==> config.mk <==
export PLATFORM = sky130hd
export DESIGN_NAME = lift_floor_controller_core_flat
export DESIGN_NICKNAME = d
export VERILOG_FILES = /design/src/design/lfc_pkg.sv /design/src/design/lfc_req_if.sv /design/src/design/lfc_rsp_if.sv /design/src/design/lfc_step.sv /design/src/design/lift_floor_controller_core.sv /design/src/flat_wrapper.sv
export SDC_FILE = /design/constraint.sdc
export NUM_CORES = 1
export LEC_CHECK = 0
export ABC_CLOCK_PERIOD_IN_PS = 3800
export BUFFER_PORTS_ARGS = -buffer_cell sky130_fd_sc_hd__buf_2
export CAP_MARGIN = 20
export CORE_MARGIN = 4
export CORE_UTILIZATION = 51
export DETAILED_ROUTE_END_ITERATION = 6
export GPL_TIMING_DRIVEN = 0
export PLACE_DENSITY = 0.8
export SYNTH_ARGS = -nofsm -noshare
export SYNTH_HDL_FRONTEND = slang
export SYNTH_SLANG_ARGS = --single-unit
==> constraint.sdc <==
create_clock -name clock -period 3.8 [get_ports clock]
set_clock_uncertainty 0.2 [all_clocks]
set_input_delay 0.19 -clock clock [delete_from_list [all_inputs] [get_ports clock]]
set_output_delay 0.19 -clock clock [all_outputs]
set_load 0.01 [all_outputs]
==> src/design/lfc_pkg.sv <==
// Shared types and constants of the lift floor controller.
package lfc_pkg;

   localparam int FLOORS      = 4;
   localparam int BUTTON_BITS = 4;
   localparam int FLOOR_W     = 3;
   localparam int FLOOR_LIMIT = (FLOORS < BUTTON_BITS) ? FLOORS : BUTTON_BITS;

   typedef logic [FLOOR_W-1:0] floor_type;

   typedef struct packed {
      floor_type current_floor;
      floor_type target_floor;
      logic      in_motion;
      logic      going_up;
      logic      first_magnet_seen;
      logic      magnet_prev;
   } state_type;

   typedef struct packed {
      logic                   door_open;
      logic [BUTTON_BITS-1:0] call_buttons;
      logic                   magnet_active;
   } req_type;

   typedef struct packed {
      logic      motor_up;
      logic      motor_down;
      logic      brake_engaged;
      floor_type floor_now;
      logic      moving;
      logic      door_blocked;
      logic      status_send;
   } rsp_type;

   localparam state_type STATE_RESET = '{
      current_floor:     floor_type'(1),
      target_floor:      floor_type'(1),
      in_motion:         1'b0,
      going_up:          1'b0,
      first_magnet_seen: 1'b0,
      magnet_prev:       1'b1
   };

endpackage

==> src/design/lfc_req_if.sv <==
// Sample tick channel: door, call buttons and magnet sensor.
interface lfc_req_if;
   logic       valid;
   logic       ready;
   logic       door_open;
   logic [3:0] call_buttons;
   logic       magnet_active;

   modport source (output valid, output door_open, output call_buttons,
                   output magnet_active, input ready);
   modport sink (input valid, input door_open, input call_buttons,
                 input magnet_active, output ready);
endinterface

==> src/design/lfc_rsp_if.sv <==
// Result channel: motor, brake, floor and status outputs.
interface lfc_rsp_if;
   logic       valid;
   logic       ready;
   logic       motor_up;
   logic       motor_down;
   logic       brake_engaged;
   logic [2:0] floor_now;
   logic       moving;
   logic       door_blocked;
   logic       status_send;

   modport source (output valid, output motor_up, output motor_down,
                   output brake_engaged, output floor_now, output moving,
                   output door_blocked, output status_send, input ready);
   modport sink (input valid, input motor_up, input motor_down,
                 input brake_engaged, input floor_now, input moving,
                 input door_blocked, input status_send, output ready);
endinterface

==> src/design/lfc_step.sv <==
// Next-state and result logic for one sample tick.
module lfc_step (
   input  lfc_pkg::state_type state_cur,
   input  lfc_pkg::req_type   item,
   output lfc_pkg::state_type state_nxt,
   output lfc_pkg::rsp_type   result
);
   import lfc_pkg::*;

   logic      found;
   floor_type wanted;
   floor_type floor_up;
   floor_type floor_down;
   logic      edge_rise;
   logic      send;

   always_comb begin
      found  = 1'b0;
      wanted = '0;
      for (int i = 0; i < BUTTON_BITS; i++) begin
         if ((i < FLOOR_LIMIT) && item.call_buttons[i] &&
             (floor_type'(i + 1) != state_cur.current_floor)) begin
            found  = 1'b1;
            wanted = floor_type'(i + 1);
         end
      end
   end

   assign floor_up   = (int'(state_cur.current_floor) < FLOORS) ?
                       state_cur.current_floor + floor_type'(1) : state_cur.current_floor;
   assign floor_down = (state_cur.current_floor > floor_type'(1)) ?
                       state_cur.current_floor - floor_type'(1) : state_cur.current_floor;
   assign edge_rise  = item.magnet_active && !state_cur.magnet_prev;

   always_comb begin
      state_nxt = state_cur;
      send      = 1'b0;
      if (item.door_open) begin
         if (state_cur.in_motion) begin
            state_nxt.in_motion         = 1'b0;
            state_nxt.first_magnet_seen = 1'b0;
            send                        = 1'b1;
         end
      end else begin
         if (!state_cur.in_motion && found) begin
            state_nxt.target_floor      = wanted;
            state_nxt.going_up          = wanted > state_cur.current_floor;
            state_nxt.in_motion         = 1'b1;
            state_nxt.first_magnet_seen = 1'b0;
         end
         if (state_nxt.in_motion) begin
            if (edge_rise) begin
               if (!state_nxt.first_magnet_seen) begin
                  state_nxt.first_magnet_seen = 1'b1;
               end else begin
                  state_nxt.current_floor     = state_nxt.going_up ? floor_up : floor_down;
                  state_nxt.first_magnet_seen = 1'b0;
                  send                        = 1'b1;
                  if (state_nxt.current_floor == state_nxt.target_floor) begin
                     state_nxt.in_motion = 1'b0;
                  end
               end
            end
            state_nxt.magnet_prev = item.magnet_active;
         end
      end
   end

   always_comb begin
      result.motor_up      = state_nxt.in_motion && state_nxt.going_up;
      result.motor_down    = state_nxt.in_motion && !state_nxt.going_up;
      result.brake_engaged = !state_nxt.in_motion;
      result.floor_now     = state_nxt.current_floor;
      result.moving        = state_nxt.in_motion;
      result.door_blocked  = item.door_open;
      result.status_send   = send;
   end

endmodule

==> src/design/lift_floor_controller_core.sv <==
// Lift floor controller top level: input register, tick update, result register.
// An accepted sample tick passes through the input register, then the result register.
// Throughput: one item per cycle; input register and result register both advance
// whenever the result register is empty or its item is being taken.
// Reset (synchronous): floor 1, target 1, idle, magnet history high, both registers empty.
module lift_floor_controller_core (
   input logic       clock,
   input logic       reset,
   lfc_req_if.sink   req_port,
   lfc_rsp_if.source rsp_port
);
   import lfc_pkg::*;

   logic      in_valid_ff;
   logic      in_valid_in;
   req_type   in_item_ff;
   logic      rsp_valid_ff;
   logic      rsp_valid_in;
   rsp_type   rsp_item_ff;
   state_type state_ff;
   state_type state_in;
   rsp_type   step_result;
   logic      advance;
   logic      out_free;

   assign out_free       = !rsp_valid_ff || rsp_port.ready;
   assign advance        = in_valid_ff && out_free;
   assign req_port.ready = !in_valid_ff || advance;
   assign in_valid_in    = req_port.valid || (in_valid_ff && !advance);
   assign rsp_valid_in   = advance || (rsp_valid_ff && !rsp_port.ready);

   lfc_step u_step (
      .state_cur (state_ff),
      .item      (in_item_ff),
      .state_nxt (state_in),
      .result    (step_result)
   );

   always_ff @(posedge clock) begin
      if (reset) begin
         in_valid_ff  <= 1'b0;
         rsp_valid_ff <= 1'b0;
         state_ff     <= STATE_RESET;
      end else begin
         if (req_port.ready) begin
            in_valid_ff <= in_valid_in;
         end
         rsp_valid_ff <= rsp_valid_in;
         if (advance) begin
            state_ff <= state_in;
         end
      end
   end

   always_ff @(posedge clock) begin
      if (req_port.valid && req_port.ready) begin
         in_item_ff.door_open     <= req_port.door_open;
         in_item_ff.call_buttons  <= req_port.call_buttons;
         in_item_ff.magnet_active <= req_port.magnet_active;
      end
      if (advance) begin
         rsp_item_ff <= step_result;
      end
   end

   assign rsp_port.valid         = rsp_valid_ff;
   assign rsp_port.motor_up      = rsp_item_ff.motor_up;
   assign rsp_port.motor_down    = rsp_item_ff.motor_down;
   assign rsp_port.brake_engaged = rsp_item_ff.brake_engaged;
   assign rsp_port.floor_now     = rsp_item_ff.floor_now;
   assign rsp_port.moving        = rsp_item_ff.moving;
   assign rsp_port.door_blocked  = rsp_item_ff.door_blocked;
   assign rsp_port.status_send   = rsp_item_ff.status_send;

   a_floor_range: assert property (@(posedge clock) disable iff (reset)
      (state_ff.current_floor >= floor_type'(1)) &&
      (state_ff.current_floor <= floor_type'(FLOOR_LIMIT)))
      else $error("floor out of range");

   a_state_hold: assert property (@(posedge clock) disable iff (reset)
      !advance |=> $stable(state_ff))
      else $error("state changed without an item");

   a_door_stops: assert property (@(posedge clock) disable iff (reset)
      (advance && in_item_ff.door_open) |=> !state_ff.in_motion)
      else $error("trip continued with door open");

   a_one_step: assert property (@(posedge clock) disable iff (reset)
      advance |=> ((state_ff.current_floor == $past(state_ff.current_floor)) ||
                   (state_ff.current_floor == $past(state_ff.current_floor) + floor_type'(1)) ||
                   (state_ff.current_floor == $past(state_ff.current_floor) - floor_type'(1))))
      else $error("floor moved by more than one");

   a_result_pending: assert property (@(posedge clock) disable iff (reset)
      (rsp_valid_ff && !rsp_port.ready) |=> rsp_valid_ff)
      else $error("result dropped while stalled");

endmodule
==> src/flat_wrapper.sv <==
// flat-port wrapper written by rule: the top's interface ports become plain ports
module lift_floor_controller_core_flat import lfc_pkg::*;
  (clock, reset, req_port_valid, req_port_door_open, req_port_call_buttons, req_port_magnet_active, req_port_ready, rsp_port_valid, rsp_port_motor_up, rsp_port_motor_down, rsp_port_brake_engaged, rsp_port_floor_now, rsp_port_moving, rsp_port_door_blocked, rsp_port_status_send, rsp_port_ready);
  lfc_req_if req_port_i ();
  lfc_rsp_if rsp_port_i ();
  input logic clock;
  input logic reset;
  input wire logic [$bits(req_port_i.valid)-1:0] req_port_valid;
  input wire logic [$bits(req_port_i.door_open)-1:0] req_port_door_open;
  input wire logic [$bits(req_port_i.call_buttons)-1:0] req_port_call_buttons;
  input wire logic [$bits(req_port_i.magnet_active)-1:0] req_port_magnet_active;
  output wire logic [$bits(req_port_i.ready)-1:0] req_port_ready;
  output wire logic [$bits(rsp_port_i.valid)-1:0] rsp_port_valid;
  output wire logic [$bits(rsp_port_i.motor_up)-1:0] rsp_port_motor_up;
  output wire logic [$bits(rsp_port_i.motor_down)-1:0] rsp_port_motor_down;
  output wire logic [$bits(rsp_port_i.brake_engaged)-1:0] rsp_port_brake_engaged;
  output wire logic [$bits(rsp_port_i.floor_now)-1:0] rsp_port_floor_now;
  output wire logic [$bits(rsp_port_i.moving)-1:0] rsp_port_moving;
  output wire logic [$bits(rsp_port_i.door_blocked)-1:0] rsp_port_door_blocked;
  output wire logic [$bits(rsp_port_i.status_send)-1:0] rsp_port_status_send;
  input wire logic [$bits(rsp_port_i.ready)-1:0] rsp_port_ready;
  assign req_port_i.valid = req_port_valid;
  assign req_port_i.door_open = req_port_door_open;
  assign req_port_i.call_buttons = req_port_call_buttons;
  assign req_port_i.magnet_active = req_port_magnet_active;
  assign req_port_ready = req_port_i.ready;
  assign rsp_port_valid = rsp_port_i.valid;
  assign rsp_port_motor_up = rsp_port_i.motor_up;
  assign rsp_port_motor_down = rsp_port_i.motor_down;
  assign rsp_port_brake_engaged = rsp_port_i.brake_engaged;
  assign rsp_port_floor_now = rsp_port_i.floor_now;
  assign rsp_port_moving = rsp_port_i.moving;
  assign rsp_port_door_blocked = rsp_port_i.door_blocked;
  assign rsp_port_status_send = rsp_port_i.status_send;
  assign rsp_port_i.ready = rsp_port_ready;
  lift_floor_controller_core u_core (.clock(clock), .reset(reset), .req_port(req_port_i), .rsp_port(rsp_port_i));
endmodule
* Yosys cells after proc, flatten, opt, wreduce, memory -nomap -nowiden
Index checks and enable logic that the tools add are counted.
W data, S select, Z words.
** Cells by class
- Add/subtract/negate cells :: 2
- $lt $le $gt $ge :: 3
- Muxes and demuxes :: 33
- Equality and inequality tests :: 6
- Div/mod/pow operators :: 0
- Bitwise operators :: 1
- Reduce and logical (&&, ||, !) cells :: 27
- Multiply operators :: 0
- Shift-type cells :: 0
** Operators with widths (count)
- $mux W3 :: 7
- $mux W1 :: 20
- $mux W6 :: 3
- $logic_and A1 B1 Y1 :: 12
- $logic_not A1 Y1 :: 8
- $mux W2 :: 3
- $ne A2 B3 Y1 const A :: 2
- $logic_or A1 B1 Y1 :: 4
- $reduce_and A2 Y1 :: 2
- $add A3 B1 Y3 const B :: 1
- $eq A3 B3 Y1 :: 1
- $gt A3 B1 Y1 const B :: 1
- $gt A3 B3 Y1 :: 1
- $lt A3 B3 Y1 const B :: 1
- $ne A1 B3 Y1 const A :: 1
- $ne A3 B3 Y1 const A :: 1
- $reduce_and A3 Y1 :: 1
- $sub A3 B1 Y3 const B :: 1
- $ne A2 B2 Y1 const B :: 1
- $not A1 Y1 :: 1
** Storage, ports and cells
- Bits in read-only memories :: 0
- Output and inout bits :: 11
- Register bits after elaboration :: 27
- Input port bits :: 10
- Memories :: 0
- Bits in latches :: 0
- Memory bits (writable) :: 0

* Longest topological paths before layout
Gate-level depths: netlist of run 1.
- Depth after elaboration :: 17
- Depth in mapped cells :: 14
- Mapped depth without buffers :: 14

* By module
From an unflattened synthesis of run 1, not the netlist that was laid out.
** Unflattened totals
- Cell total of the unflattened synthesis :: 195
- Area, all modules :: 1896.8 µm²
** By module, submodules not included
- lift_floor_controller_core :: cells each 68, seq. area each 690.7 µm², times used 1, area each 982.2 µm²
- lfc_step :: cells each 127, seq. area each 0.0 µm², times used 1, area each 914.6 µm²

* Worst setup path after synthesis of run 1
Ideal clock, no wire load.
- Path type :: register -> register
- Start :: register u_core.state_ff[7] in the netlist's numbering
- End :: register u_core.rsp_item_ff, in the netlist u_core.rsp_port.motor_up (data pin)
- Stages on the path, launching flop included :: 14
- Clock period less this slack :: 3522 ps
- Setup slack :: 278 ps
- Buffers on the path :: 0
- Setup time :: 273 ps
- Arrival :: 3049 ps
- Required time :: 3327 ps
- Cells stage by stage :: dfxtp_1 -> inv_1 -> ha_1 -> nand2b_1 -> and3_1 -> or2_2 -> inv_1 -> ha_1 -> a21o_1 -> o21a_1 -> a21oi_2 -> mux2i_1 -> mux2i_2 -> a211oi_1
** RTL lines
- start: declaration :: RTL line lift_floor_controller_core.sv:20 : state_type state_ff;
- start signal: assignment :: RTL line lift_floor_controller_core.sv:50 : state_ff <= state_in;
- end signal: assignment :: RTL line lift_floor_controller_core.sv:62 : rsp_item_ff <= step_result;
- end: declaration :: RTL line lift_floor_controller_core.sv:19 : rsp_type rsp_item_ff;

==> impl_metrics.toml, run 1 <==
[route]
routed_via_density = 5.68
wl_per_cell_um = 13.8
vias = 1438
ant_nets = 0
drt-total-wl_um = 3490
dr.pass1.iters = 4
drc = 0
drt-initial-drc-count = 36

[clock_network]
insertion_delay_ns = 0.32
numCtsBuffers = 3
clock-sinks = 27
cts_tree = "built"
cts.clk_slew.worst_paths_ns = 0.14
cts.htree.levels = 1
cts-root-buf = "clkbuf_4"
cts_buffer_depth = 2

[yosys]
synth_cells = 174
synth-seq-cells = 27
ys_seq_area_frac = 0.422
synth_edf_count = 15
synth_cell_types = 44
syn_area_sq_um = 1640
async_flop_share = 0
synth_warnings = 0
syn-num-nets = 193
synthFlopType = "edfxtp_1"
synth.avg_cell_area_sq_um = 9.40

[worst_setup_path]
r2r_start = "u_core.state_ff[7]"
reg2reg_to = "u_core.rsp_port.motor_up"
crit_type = "reg -> reg"
crit_path_start_kind = "register"
crit_arrival_ns = 3.51
cp_data_required_time_ns = 3.68
rrSetupSlack_ns = 0.17
rr_worst_depth = 13
end_kind = "register"
critPathMaxFanout = 9

[global_routing]
met3_usage = 0.0329
use_met2 = 0.318
antenna_found_initial = 0
grt_pass1_wl_um = 5750
grtUsageMet1 = 0.201
grt_max_degree = 16
grt_pass1_vias = 1357
grt.total_usage = 0.172
top_usage_layer = "met2"
grt-ovfl-total = 0

[timing]
rsz0062_at_grt = "false"
final-max-slew-violation-count = 0
worst_slack_ns = 0.171
slew-limit-headroom = 0.635
worstMarginPinSlew_ns = 0.547
period_share = 0.955
setup_violations = 0
fin_crit_ns = 3.63
holdWs_ns = 0.262
fin_tns_setup_ns = 0
hold_violations = 0
fmax_mhz = 276

[worst_hold_path]
hold-path-cell-count = 0
hold_end = "u_core.rsp_port.door_blocked"
min_path_type = "reg -> reg"
holdCritStartpoint = "u_core.in_item_ff[5]"

[final_layout]
layout.nets = 229
syn2layout_area_growth_pct = 18.6
final_util = 0.635
drive_gt1_frac = 0.196
n_antenna_cell = 0

[power_and_ir_drop]
combPwrFrac = 0.192
irDropWorstVdd_mv = 0.258
power_density_nw_per_um2 = 285
clock_power_share = 0.216
sw_frac_of_total = 0.258
leakagePower_nw = 0.792
power.internal_mw = 0.409
finalPower_mw = 0.552
pwr-share-seq = 0.592
power_switching_mw = 0.142

[placement]
gp_congestion = 0.882
dp_slack_ns = -0.195
hpwl_um = 2660
portBuffers = 20

[outcome]
status = "finished, final reports clean"

[die]
core_sq_um = 3050
die_y_um = 64.6
rows = 20
die_x_um = 64.6
die_area_sq_um = 4180
start_util = 0.536
pin_count = 21

[flow_run]
drv_cap = 0
==> power groups by stage <==
stage	sequential [mW]	combinational (mW)	clock (mW)
2_1_floorplan	0.335	0.0651	0
3_3_place_gp	0.333	0.0873	0
3_5_place_dp	0.334	0.0907	0
4_1_cts	0.327	0.0998	0.121
5_1_grt	0.328	0.115	0.137
6_report	0.327	0.106	0.119
==> cell usage after synthesis (all sizes together), types with 2 or more instances <==
cell type | number | area, sq um
nor2 | 19 | 71.3
o21ai | 16 | 91.3
edfxtp | 15 | 450
a21oi | 14 | 73.8
dfxtp | 12 | 240
nand2 | 11 | 41.3
ha | 9 | 113
a211oi | 8 | 60.1
inv | 8 | 30.0
nand2b | 7 | 51.3
a21o | 5 | 37.5
mux2i | 4 | 43.8
nor2b | 4 | 25.0
or2 | 4 | 27.5
a211o | 3 | 26.3
and2 | 3 | 18.8
clkbuf | 3 | 11.3
nand3 | 3 | 15.0
a22oi | 2 | 15.0
a2bb2oi | 2 | 17.5
a31oi | 2 | 12.5
and3b | 2 | 17.5
nand3b | 2 | 15.0
==> metrics by stage <==
stage / area [sq um] / instances
after CTS: 1920 / 251
after global placement: 1790 / 238
after global routing: 1940 / 253
final: 1940 / 253
after floorplan: 1640 / 174
after detailed placement: 1790 / 238
==> worst max-delay path by stage <==
stage / start / endpoint
floorplan: u_core.state_ff[7] / u_core.rsp_port.motor_up
detailed placement: u_core.state_ff[7] / u_core.rsp_port.motor_up
finish: u_core.state_ff[7] / u_core.rsp_port.motor_up
global placement: u_core.state_ff[7] / u_core.rsp_port.motor_up
global route: u_core.state_ff[7] / u_core.rsp_port.motor_up
CTS: u_core.state_ff[7] / u_core.rsp_port.motor_up
==> critical path, stage by stage (launching register included) <==
cell,delay (ns)
dfxtp_4,0.42
inv_1,0.13
ha_1,0.24
nand2b_1,0.17
and3_1,0.18
or2_2,0.31
inv_1,0.07
ha_1,0.24
a21o_1,0.20
o21a_1,0.22
a21oi_4,0.21
mux2i_2,0.29
mux2i_2,0.37
a211oi_1,0.12
==> flip-flops by register name, summed over array words and instances (netlist names) <==
name / flops
u_core.state_ff: 10
u_core.rsp_port.valid: 1
u_core.rsp_port.door_blocked: 1
u_core.rsp_port.motor_down: 1
u_core.rsp_port.brake_engaged: 1
u_core.rsp_port.floor_now: 3
u_core.rsp_port.motor_up: 1
u_core.rsp_port.status_send: 1
u_core.in_item_ff: 6
u_core.in_valid_ff: 1
u_core.rsp_port.moving: 1
==> layer usage <==
layer	share of wire	routed length, um	vias up
li1	-	-	708
met3	0.038	132	4
met2	0.51	1780	42
met5	0	0	-
met1	0.44	1540	684
met4	0.011	37	0
==> cells in the final DEF (no fill, tap or decap), types with 2 or more instances in the layout <==
| cell | n |
|---|---|
| a22oi_1 | 2 |
| nand2_1 | 11 |
| dfxtp_1 | 10 |
| nand2b_1 | 6 |
| a21oi_1 | 13 |
| and2_1 | 3 |
| nand3b_1 | 2 |
| buf_4 | 3 |
| and3b_1 | 2 |
| o21ai_0 | 14 |
| buf_2 | 20 |
| nand3_1 | 3 |
| a211o_1 | 3 |
| a21o_1 | 5 |
| ha_1 | 9 |
| nor2b_1 | 4 |
| or2_2 | 3 |
| clkbuf_4 | 3 |
| mux2i_2 | 2 |
| a31oi_1 | 2 |
| clkbuf_1 | 3 |
| edfxtp_1 | 15 |
| a211oi_1 | 8 |
| a2bb2oi_1 | 2 |
| dlygate4sd3_1 | 9 |
| nor2_1 | 19 |
| inv_1 | 8 |
| mux2i_1 | 2 |
==> kinds of logic after synthesis <==
| logic type | Yosys count | synth area share |
|---|---|---|
| AOI/OAI and AO/OA | 61 | 0.253 |
| and+or+nand+nor | 59 | 0.192 |
| DFF | 27 | 0.422 |
| buffers and inverters | 13 | 0.0321 |
| adders and majority gates | 9 | 0.0689 |
| muxes | 4 | 0.0268 |
| xor gates and xnor gates | 1 | 0.00536 |
==> final cells by class <==
type / instances / area (sq um)
buffer: 4 / 18.8
inverter: 9 / 33.8
tap: 44 / 55.1
fill: 283 / 1110
sequential: 27 / 696
multi-input combinational: 134 / 903
timing repair buffer: 31 / 205
clock buffer: 3 / 22.5
clock inverter: 1 / 5.00
==> repair_timing <==
item,4_1_cts,5_1_grt
setup buffers,0,2
hold endpoints to repair,10,0
resized for setup,3,4
endpoints found under the setup margin,5,5
pin swaps,0,1
hold buffers,9,0
No activity file was read; power rests on OpenSTA's default activity.
==> inputs of run 2 (changes only) <==
CORE_UTILIZATION = 53   (was 51)
PLACE_DENSITY = 0.82   (was 0.8)
SYNTH_HIERARCHICAL = 1   (was default)
==> run 2 against run 1 <==
  * Register-to-register slack improved by 0.05 ns
  * Sequential power barely moved
  * Combinational power rose by 25%
  * Highest routed layer unchanged
  * Count of clock-buffer cells in the layout rose by 1
  * Synthesized area rose by 16%
  * First-iteration DRC count rose to 2.8 times the previous value
  * Design area rose by 15%
==> impl_metrics.toml, run 2 <==
[global_routing]
antenna_found_initial = 0
grt_pass1_vias = 1444
grt_max_degree = 19
grt-ovfl-total = 0
grt_pass1_wl_um = 6410
grt.total_usage = 0.182

[die]
die_area_sq_um = 4600
die_x_um = 67.8
start_util = 0.560
pin_count = 21
core_sq_um = 3390
die_y_um = 67.8
rows = 21

[route]
wl_per_cell_um = 13.7
dr.pass1.iters = 4
drc = 0
drt-total-wl_um = 3760
vias = 1518
drt-initial-drc-count = 100
routed_via_density = 5.52
ant_nets = 0

[timing]
fmax_mhz = 279
slew-limit-headroom = 0.643
hold_violations = 0
final-max-slew-violation-count = 0
setup_violations = 0
rsz0062_at_grt = "false"
period_share = 0.942
worst_slack_ns = 0.221
fin_crit_ns = 3.58
worstMarginPinSlew_ns = 0.535

[power_and_ir_drop]
pwr-share-seq = 0.565
irDropWorstVdd_mv = 0.194
clock_power_share = 0.208
power.internal_mw = 0.425
power_switching_mw = 0.157
leakagePower_nw = 0.855
finalPower_mw = 0.581
power_density_nw_per_um2 = 261
combPwrFrac = 0.227
sw_frac_of_total = 0.270

[final_layout]
final_util = 0.658
design_area_sq_um = 2230
stdcell_count = 275
drive_gt1_frac = 0.262
mostFrequentLayoutCell = "buf_2"
largest_reg_flops = 10
syn2layout_area_growth_pct = 17.5
final_cell_mix = "buf_2, nor2_1, mux2i_1, nand2b_1, edfxtp_1"
layout.nets = 249
n_antenna_cell = 0
top_register = "u_core/state_ff"

[clock_network]
insertion_delay_ns = 0.32
cts-root-buf = "clkbuf_4"
cts.clk_slew.worst_paths_ns = 0.14
cts_setup_buffers = 0
numCtsBuffers = 3
cts_buffer_depth = 2
cts.htree.levels = 1
cts_tree = "built"
clock-sinks = 27

[yosys]
synth-simple-area-share = 0.192
syn_area_sq_um = 1900
synth.area.top_cells = "edfxtp_1, dfxtp_1, mux2i_1"
synth_xor_area_frac = 0.0132
synthFlopType = "edfxtp_1"
synth-seq-cells = 27
yosysMostFrequentCell = "nor2_1"
ys_seq_area_frac = 0.364
synth_top_family_by_area = "compound AO/OA/AOI/OAI gates"
synth_cell_types = 58
synth_cells = 195
synth.avg_cell_area_sq_um = 9.73
synthAdderAreaFrac = 0.0594
synthMuxAreaShare = 0.0851
synth_compound_area_frac = 0.214
synth_commonest_cells = "nor2_1, edfxtp_1, mux2i_1, nand2b_1, a21oi_1"
synth_edf_count = 15
syn-num-nets = 214
synth_warnings = 6
synth_top_area_frac = 0.237
async_flop_share = 0
synth_top_area_cell = "edfxtp_1"

[worst_setup_path]
crit_type = "reg -> reg"
crit_path_start_kind = "register"
r2r_start = "u_core/state_ff[7]"
critPathMaxFanout = 12
cp_data_required_time_ns = 3.86
end_kind = "register"
critPathLaunch = "u_core/state_ff[7]"
crit_arrival_ns = 3.64

[outcome]
status = "finished, final reports clean"

[placement]
hpwl_um = 2760
gp_congestion = 0.885
place_area_sq_um = 2050
portBuffers = 20
dp_slack_ns = -0.356
placed_cells = 261

[worst_hold_path]
holdCritStartpoint = "u_core/state_ff[6]"
min_path_type = "reg -> reg"

[flow_run]
drv_cap = 0
==> run 2: final timing paths <==
path	to	slack [ns]	cells after the start
setup / recovery	u_core/state_ff[3]	0.22	16
hold / removal	u_core/state_ff[6]	0.29	2
setup reg to reg	u_core/state_ff[3]	0.22	16
hold reg to reg	u_core/state_ff[6]	0.29	2
==> run 2: repair_timing <==
| item | CTS | global route |
|---|---|---|
| gates resized for setup | 6 | 7 |
| pin swaps | 0 | 0 |
| setup endpoints to repair | 6 | 2 |
| hold endpoints to repair | 10 | 0 |
| hold buffers | 10 | 0 |
==> run 2: kinds of logic after synthesis <==
kind of cell             Yosys count
AND/OR/NAND/NOR                   65
XOR/XNOR                           2
multiplexers                      16
adder cells (fa/ha/maj)            9
flip-flops                        27
buffers and inverters             24
AO/OA/AOI/OAI                     52
==> run 2: through the flow <==
step	hold slack, ns	setup TNS, ns
6_report	0.288	0
3_5_place_dp	0.168	-1.18
3_3_place_gp	0.166	-1.07
4_1_cts	0.291	0
2_1_floorplan	0.0889	0
5_1_grt	0.310	0
==> run 2: critical path: stages, from the launching register on <==
cell and delay [ns]:
dfxtp_4 0.46, inv_2 0.11, ha_1 0.24, nor2b_2 0.21, nor3_2 0.10, nor2_1 0.17, ha_1 0.29, nor2b_2 0.19
o311a_4 0.33, o21ai_2 0.08, o2111ai_1 0.16, and3_1 0.22, o2111a_2 0.29, a21oi_2 0.16, buf_4 0.12, nand2b_1 0.05
mux2i_1 0.13
==> run 2: power groups by stage <==
stage          Combinational (mW)  Sequential [mW]  Clock (mW)
2_1_floorplan              0.0890            0.337           0
3_3_place_gp                0.115            0.335           0
3_5_place_dp                0.117            0.336           0
4_1_cts                     0.126            0.328       0.125
5_1_grt                     0.146            0.330       0.137
6_report                    0.132            0.328       0.121
==> run 2: routing by layer <==
| layer | wire length, um | vias to the layer above | GRT usage |
|---|---|---|---|
| met3 | 157 | 5 | 0.0345 |
| met4 | 31 | 0 | 0.0372 |
| met5 | 0 | - | 0 |
| li1 | - | 773 | - |
| met2 | 1930 | 31 | 0.332 |
| met1 | 1640 | 709 | 0.223 |
==> run 2: layout make-up <==
type | count | area [sq um]
timing repair buffer | 30 | 200
sequential | 27 | 696
tap | 46 | 57.6
inverter | 13 | 48.8
buffer | 11 | 88.8
multi-input combinational | 144 | 1110
fill | 279 | 1160
clock buffer | 4 | 26.3
